<file path="src/sv/cwes_pkg.sv">
// shared types and constants for the calorimeter window energy sum block
`default_nettype none

package cwes_pkg;

  // default sizing
  localparam int NUM_LAYERS_DEF = 28;
  localparam int SUM_WIDTH_DEF  = 32;

  // field widths
  localparam int ETA_W    = 16;
  localparam int PHI_W    = 15;
  localparam int ENERGY_W = 24;
  localparam int LAYER_W  = 5;
  localparam int HW_W     = 12;
  localparam int MASK_W   = 28;
  localparam int COUNT_W  = 16;
  localparam int OUT_W    = 32;
  localparam int EXT_W    = 64;
  localparam int CFG_IDX_W  = 2;
  localparam int CFG_DATA_W = 28;

  // window arithmetic width, wide enough for |eta difference|
  localparam int DW = 18;

  // pi and 2*pi in 2^-12 rad
  localparam logic signed [DW-1:0] PHI_PI_FX     = 18'sd12868;
  localparam logic signed [DW-1:0] PHI_TWO_PI_FX = 18'sd25736;

  localparam logic [COUNT_W-1:0] COUNT_MAX = '1;

  // register reset values
  localparam logic signed [ETA_W-1:0] SEED_ETA_RST   = '0;
  localparam logic signed [PHI_W-1:0] SEED_PHI_RST   = '0;
  localparam logic [HW_W-1:0]         HALF_WIDTH_RST = 12'd492;
  localparam logic [MASK_W-1:0]       FIRST_MASK_RST = 28'd364800;

  typedef enum logic [CFG_IDX_W-1:0] {
    CFG_SEED_ETA   = 2'd0,
    CFG_SEED_PHI   = 2'd1,
    CFG_HALF_WIDTH = 2'd2,
    CFG_FIRST_MASK = 2'd3
  } cfg_idx_t;

endpackage

`default_nettype wire

</file>
<file path="src/sv/cwes_sat_add.sv">
// saturating signed accumulate of one energy into a sum
`default_nettype none

module cwes_sat_add #(
  parameter int SUM_WIDTH = cwes_pkg::SUM_WIDTH_DEF,
  parameter int E_W       = cwes_pkg::ENERGY_W
) (
  input  wire logic signed [SUM_WIDTH-1:0] acc,
  input  wire logic signed [E_W-1:0]       addend,
  output logic signed [SUM_WIDTH-1:0]      sum
);

  localparam int AW = ((SUM_WIDTH > E_W) ? SUM_WIDTH : E_W) + 1;

  logic signed [AW-1:0] wide;
  logic signed [AW-1:0] hi;
  logic signed [AW-1:0] lo;

  assign wide = AW'(acc) + AW'(addend);
  assign hi   = AW'({1'b0, {(SUM_WIDTH-1){1'b1}}});
  assign lo   = ~hi;

  always_comb begin
    if (wide > hi) begin
      sum = hi[SUM_WIDTH-1:0];
    end else if (wide < lo) begin
      sum = lo[SUM_WIDTH-1:0];
    end else begin
      sum = wide[SUM_WIDTH-1:0];
    end
  end

endmodule

`default_nettype wire

</file>
<file path="src/sv/calo_window_energy_sum.sv">
// top level: window test and per-layer energy accumulation of calorimeter cells
// a request is held in the input register, and its result in the result register
// throughput: one request per cycle while the result side does not stall, window test and accumulate in one short pass
// stalls on the result side back up through the input register
// reset clears the pipeline, all layer sums, the first layer sum and the count,
// and returns the configuration registers to their defaults
`default_nettype none

module calo_window_energy_sum #(
  parameter int NUM_LAYERS = cwes_pkg::NUM_LAYERS_DEF,
  parameter int SUM_WIDTH  = cwes_pkg::SUM_WIDTH_DEF
) (
  input  wire logic                                   clk,
  input  wire logic                                   rst,
  // configuration
  input  wire logic                                   cfg_valid,
  output logic                                        cfg_ready,
  input  wire logic [cwes_pkg::CFG_IDX_W-1:0]         cfg_index,
  input  wire logic [cwes_pkg::CFG_DATA_W-1:0]        cfg_data,
  // cell input
  input  wire logic                                   in_valid,
  output logic                                        in_ready,
  input  wire logic signed [cwes_pkg::ETA_W-1:0]      cell_eta,
  input  wire logic signed [cwes_pkg::PHI_W-1:0]      cell_phi,
  input  wire logic signed [cwes_pkg::ENERGY_W-1:0]   cell_energy,
  input  wire logic [cwes_pkg::LAYER_W-1:0]           layer_id,
  input  wire logic                                   first_cell,
  // result
  output logic                                        out_valid,
  input  wire logic                                   out_ready,
  output logic                                        in_window,
  output logic signed [cwes_pkg::OUT_W-1:0]           layer_total,
  output logic signed [cwes_pkg::OUT_W-1:0]           first_layer_total,
  output logic [cwes_pkg::COUNT_W-1:0]                cells_seen
);

  localparam int LIDX_W = (NUM_LAYERS > 1) ? $clog2(NUM_LAYERS) : 1;
  localparam int DW     = cwes_pkg::DW;

  // configuration registers
  logic signed [cwes_pkg::ETA_W-1:0] seed_eta;
  logic signed [cwes_pkg::PHI_W-1:0] seed_phi;
  logic [cwes_pkg::HW_W-1:0]         half_width;
  logic [cwes_pkg::MASK_W-1:0]       first_mask;

  assign cfg_ready = 1'b1;

  always_ff @(posedge clk) begin
    if (rst) begin
      seed_eta   <= cwes_pkg::SEED_ETA_RST;
      seed_phi   <= cwes_pkg::SEED_PHI_RST;
      half_width <= cwes_pkg::HALF_WIDTH_RST;
      first_mask <= cwes_pkg::FIRST_MASK_RST;
    end else if (cfg_valid && cfg_ready) begin
      unique case (cwes_pkg::cfg_idx_t'(cfg_index))
        cwes_pkg::CFG_SEED_ETA:   seed_eta   <= cfg_data[cwes_pkg::ETA_W-1:0];
        cwes_pkg::CFG_SEED_PHI:   seed_phi   <= cfg_data[cwes_pkg::PHI_W-1:0];
        cwes_pkg::CFG_HALF_WIDTH: half_width <= cfg_data[cwes_pkg::HW_W-1:0];
        cwes_pkg::CFG_FIRST_MASK: first_mask <= cfg_data[cwes_pkg::MASK_W-1:0];
        default: ;
      endcase
    end
  end

  // pipeline handshake
  logic s1_valid;
  logic out_free;
  logic s1_free;
  logic s1_fire;

  assign out_free = !out_valid || out_ready;
  assign s1_free  = !s1_valid || out_free;
  assign in_ready = s1_free;
  assign s1_fire  = s1_valid && out_free;

  // stage 1: input register
  logic signed [cwes_pkg::ETA_W-1:0]    s1_eta;
  logic signed [cwes_pkg::PHI_W-1:0]    s1_phi;
  logic signed [cwes_pkg::ENERGY_W-1:0] s1_energy;
  logic [cwes_pkg::LAYER_W-1:0]         s1_layer;
  logic                                 s1_first;

  always_ff @(posedge clk) begin
    if (rst) begin
      s1_valid <= 1'b0;
    end else if (s1_free) begin
      s1_valid <= in_valid;
    end
  end

  always_ff @(posedge clk) begin
    if (in_valid && in_ready) begin
      s1_eta    <= cell_eta;
      s1_phi    <= cell_phi;
      s1_energy <= cell_energy;
      s1_layer  <= layer_id;
      s1_first  <= first_cell;
    end
  end

  // window test
  logic signed [DW-1:0] deta;
  logic signed [DW-1:0] deta_abs;
  logic signed [DW-1:0] dphi;
  logic signed [DW-1:0] dphi_abs;
  logic signed [DW-1:0] dphi_wrap;
  logic signed [DW-1:0] hw_s;
  logic                 s1_inside;

  assign deta      = DW'(s1_eta) - DW'(seed_eta);
  assign deta_abs  = (deta < 0) ? -deta : deta;
  assign dphi      = DW'(s1_phi) - DW'(seed_phi);
  assign dphi_abs  = (dphi < 0) ? -dphi : dphi;
  assign dphi_wrap = (dphi_abs > cwes_pkg::PHI_PI_FX) ?
                     (cwes_pkg::PHI_TWO_PI_FX - dphi_abs) : dphi_abs;
  assign hw_s      = DW'({1'b0, half_width});
  assign s1_inside = (deta_abs <= hw_s) && (dphi_wrap <= hw_s);

  // accumulation state
  logic signed [SUM_WIDTH-1:0]   layer_sums [NUM_LAYERS];
  logic signed [SUM_WIDTH-1:0]   first_sum;
  logic [cwes_pkg::COUNT_W-1:0]  cell_count;

  logic [LIDX_W-1:0]             lidx;
  logic                          layer_ok;
  logic                          mask_hit;
  logic [31:0]                   mask_ext;
  logic signed [SUM_WIDTH-1:0]   layer_base;
  logic signed [SUM_WIDTH-1:0]   first_base;
  logic signed [SUM_WIDTH-1:0]   layer_add;
  logic signed [SUM_WIDTH-1:0]   first_add;
  logic signed [SUM_WIDTH-1:0]   layer_next;
  logic signed [SUM_WIDTH-1:0]   first_sum_next;
  logic [cwes_pkg::COUNT_W-1:0]  count_base;
  logic [cwes_pkg::COUNT_W-1:0]  cell_count_next;
  logic signed [cwes_pkg::EXT_W-1:0] layer_ext;
  logic signed [cwes_pkg::EXT_W-1:0] first_ext;

  assign lidx       = LIDX_W'(s1_layer);
  assign layer_ok   = 32'(s1_layer) < 32'(NUM_LAYERS);
  assign mask_ext   = 32'(first_mask);
  assign mask_hit   = mask_ext[s1_layer];
  assign layer_base = (s1_first || !layer_ok) ? '0 : layer_sums[lidx];
  assign first_base = s1_first ? '0 : first_sum;
  assign count_base = s1_first ? '0 : cell_count;

  cwes_sat_add #(
    .SUM_WIDTH (SUM_WIDTH),
    .E_W       (cwes_pkg::ENERGY_W)
  ) u_layer_add (
    .acc    (layer_base),
    .addend (s1_energy),
    .sum    (layer_add)
  );

  cwes_sat_add #(
    .SUM_WIDTH (SUM_WIDTH),
    .E_W       (cwes_pkg::ENERGY_W)
  ) u_first_add (
    .acc    (first_base),
    .addend (s1_energy),
    .sum    (first_add)
  );

  assign layer_next      = (s1_inside && layer_ok) ? layer_add : layer_base;
  assign first_sum_next  = (s1_inside && layer_ok && mask_hit) ? first_add : first_base;
  assign cell_count_next = (count_base == cwes_pkg::COUNT_MAX) ?
                           count_base : count_base + 1'b1;

  always_ff @(posedge clk) begin
    if (rst) begin
      for (int i = 0; i < NUM_LAYERS; i++) begin
        layer_sums[i] <= '0;
      end
      first_sum  <= '0;
      cell_count <= '0;
    end else if (s1_fire) begin
      for (int i = 0; i < NUM_LAYERS; i++) begin
        if (layer_ok && (LIDX_W'(i) == lidx)) begin
          layer_sums[i] <= layer_next;
        end else if (s1_first) begin
          layer_sums[i] <= '0;
        end
      end
      first_sum  <= first_sum_next;
      cell_count <= cell_count_next;
    end
  end

  // result register
  assign layer_ext = cwes_pkg::EXT_W'(layer_next);
  assign first_ext = cwes_pkg::EXT_W'(first_sum_next);

  always_ff @(posedge clk) begin
    if (rst) begin
      out_valid <= 1'b0;
    end else if (out_free) begin
      out_valid <= s1_valid;
    end
  end

  always_ff @(posedge clk) begin
    if (s1_fire) begin
      in_window         <= s1_inside;
      layer_total       <= layer_ok ? layer_ext[cwes_pkg::OUT_W-1:0] : '0;
      first_layer_total <= first_ext[cwes_pkg::OUT_W-1:0];
      cells_seen        <= cell_count_next;
    end
  end

endmodule

`default_nettype wire

</file>
<file path="config.mk">
export PLATFORM = sky130hd
export DESIGN_NAME = calo_window_energy_sum
export DESIGN_NICKNAME = d
export VERILOG_FILES = /design/src/sv/cwes_pkg.sv /design/src/sv/cwes_sat_add.sv /design/src/sv/calo_window_energy_sum.sv
export SDC_FILE = /design/constraint.sdc
export NUM_CORES = 2
export LEC_CHECK = 0
export BUFFER_PORTS_ARGS = -buffer_cell sky130_fd_sc_hd__buf_2
export CAP_MARGIN = 40
export CORE_AREA = 2 2 490 492
export DETAILED_ROUTE_END_ITERATION = 16
export DIE_AREA = 0 0 492 494
export SLEW_MARGIN = 30
export SYNTH_ARGS = -nofsm -noshare
export SYNTH_HDL_FRONTEND = slang
export SYNTH_SLANG_ARGS = --single-unit
</file>
<file path="constraint.sdc">
create_clock -name clk -period 6.92 [get_ports clk]
set_input_delay 1.384 -clock clk [delete_from_list [all_inputs] [get_ports clk]]
set_output_delay 1.384 -clock clk [all_outputs]
set_load 0.02 [all_outputs]
</file>
==> impl_metrics.py <==
metrics = {
    "place": {
        "hpwl_um": 115000,
        "routabilityCongestion": 0.892,
        "portBuffers": 178,
    },
    "clock_tree": {
        "root_buffer": "clkbuf_16",
        "cts-hold-fix-buffers": 0,
        "tritoncts": "yes",
        "cts_sinks": 1164,
        "clock_tree.htree_level_count": 3,
        "cts_buffers": 117,
        "clk_latency_ps": 800,
        "cts_buffer_depth": 3,
        "cts.clk_slew.worst_paths_ps": 60,
    },
    "timing": {
        "worst_hold_slack_ps": 451,
        "tightest_slew_ps": 880,
        "grt_setup_unrepaired": "true",
        "drv_slew": 0,
        "finalCriticalPeriod_ps": 7160,
        "max_freq_mhz": 140,
        "hold_viol_final": 0,
        "finClkSkew_ps": 95.0,
        "setup_viol": 947,
        "min_period_over_period": 1.03,
        "max-slew-margin-rel": 0.411,
        "layout_setup_ws_ps": -241,
    },
    "finish": {
        "layout_commonest_cell": "edfxtp_1",
        "utilization": 0.296,
        "layout-drive-gt1-share": 0.271,
        "final_cell_mix": "edfxtp_1 (1038), nor2_1 (878), nand2_1 (303)",
        "nNetsFinal": 5110,
        "synthToLayoutAreaGrowth_pct": 23.9,
    },
    "global_route": {
        "antenna_found_initial": 14,
        "grt_overflow_total": 0,
        "grtUsageTotal": 0.146,
        "grt_pass1_vias": 39400,
        "grt_max_degree": 76,
        "grt_pass1_wl_um": 265000,
    },
    "route": {
        "dr.pass1.iters": 6,
        "drtAntennaViolNets": 0,
        "post-route-drc-count": 0,
        "finalWirelength_um": 185000,
        "avgViaCountPerCell": 4.82,
        "vias": 39400,
        "first_iter_violations": 3906,
        "wl_per_cell_um": 22.6,
    },
    "critical_path": {
        "r2r_cells": 35,
        "end_kind": "flip-flop",
        "max_stage_delay_ps": 440,
        "critPathMaxFanout": 7,
        "cp-start-kind": "flip-flop",
        "cp_slowest_cell": "or4_4",
        "crit_path_frequent_cell": "a21o_1",
        "worstPathRequired_ps": 7420,
        "cp.arrival_ps": 7660,
        "path_class": "flip-flop to flip-flop",
    },
    "floorplanning": {
        "die-height_um": 494,
        "fp.dieW_um": 492,
        "fp.dieArea_mm2": 0.243,
        "start_util": 0.239,
        "core_region_area_mm2": 0.237,
        "fp-row-count": 179,
        "boundaryPins": 180,
    },
    "synth": {
        "ys_types": 100,
        "synth_edf_count": 1038,
        "synth_cells": 4573,
        "synth.avg_cell_area_um2": 12.4,
        "synth-seq-cells": 1164,
        "yosysSeqAreaShare": 0.594,
        "yosys_warnings": 0,
        "syn-cell-area_mm2": 0.0567,
        "syn-num-nets": 4796,
        "async_flop_share": 0,
        "synth_flop_cell": "edfxtp_1",
    },
    "run": {
        "maxCapViolations": 0,
    },
    "worst_hold_path": {
        "hold_depth": 1,
        "hp-class": "flip-flop to flip-flop",
    },
    "power": {
        "p_total_mw": 18.1,
        "peakVddDrop_uv": 231,
        "leakage_nw": 24.8,
        "power-per-cell-area_mw_per_mm2": 258,
    },
    "status": {
        "violations": "setup timing",
        "status": "finished, violations left",
    },
}
## state kept, by name, summed over array words and instances (netlist names), 16 cells and up, named ones only
signal,flops
s1_energy,24
first_mask,28
seed_eta,16
first_sum,32
s1_eta,16
first_layer_total,32
cell_count,16
layer_total,32
cells_seen,16
layer_sums,896
## final cells by class
| class | instances | area (um2) |
|---|---|---|
| antenna | 18 | 45.0 |
| clock buffer | 148 | 3110 |
| clock inverter | 70 | 833 |
| fill | 23900 | 167000 |
| inverter | 111 | 428 |
| multi-input combinational | 2939 | 23100 |
| sequential | 1164 | 33700 |
| tap | 3167 | 3960 |
| timing repair buffer | 554 | 5040 |
## power breakdown
part	switching [mW]	internal, mW
Sequential	0.162	8.08
Combinational	2.00	1.32
Clock	2.84	3.69
Total	5.00	13.1
## final timing paths
path	startpoint	slack, ps	to
max	s1_phi[0]	-240	layer_sums[13][1]
min	first_sum[13]	450	first_sum[13]
max reg2reg	s1_phi[0]	-240	layer_sums[13][1]
min reg2reg	first_sum[13]	450	first_sum[13]
## critical path: cells and delay by family, from the launching register on
family	cells	cell delay (ps)
AOI/OAI and AO/OA	15	2720
and+or+nand+nor	10	2010
adders and majority gates	3	820
buffers and inverters	6	710
DFF	1	360
muxes	1	290
## metal layers
metal	GRT usage	vias up	share of wire
met1	0.179	20000	0.39
met4	0.0553	4	0.034
met5	0	-	0.00010
met3	0.0247	290	0.079
li1	-	17400	-
met2	0.256	1663	0.50
## cell usage after synthesis (all sizes together), types with 84 or more instances
cell type	instances	area share
a21oi	216	0.019
buf	132	0.013
clkbuf	227	0.015
dfxtp	126	0.044
edfxtp	1038	0.55
ha	123	0.027
inv	110	0.0073
mux2i	84	0.015
mux4	258	0.10
nand2	308	0.020
nor2	1043	0.069
o21ai	145	0.013
## repair_timing
action	4_1_cts	5_1_grt
cloned	10	21
gates resized for setup	62	327
buffers inserted	15	17
pin swaps	35	116
setup endpoints to repair	993	993
## through the flow
step                instances  cell area [um2]  TNS (ps)  setup WS (ps)
floorplan                4573            56700         0           27.7
global placement         7867            63700   -421680           -523
detailed placement       7874            63800   -476120           -576
CTS                      8116            68400    -82000           -197
global route             8169            70300   -359020           -500
finish                   8171            70300    -92500           -241
## cells by family (layout without fill, tap and decap cells)
kind of cell	Yosys count	count (layout)	share of synthesized area
AOI/OAI and AO/OA	670	670	0.0776
xor gates and xnor gates	114	114	0.0176
muxes	365	365	0.122
other	1	19	0.0000661
DFF	1164	1164	0.594
adders and majority gates	136	136	0.0301
buffers and inverters	470	883	0.0353
and+or+nand+nor	1653	1653	0.123
Note: power is estimated with default switching activity, not from simulation.
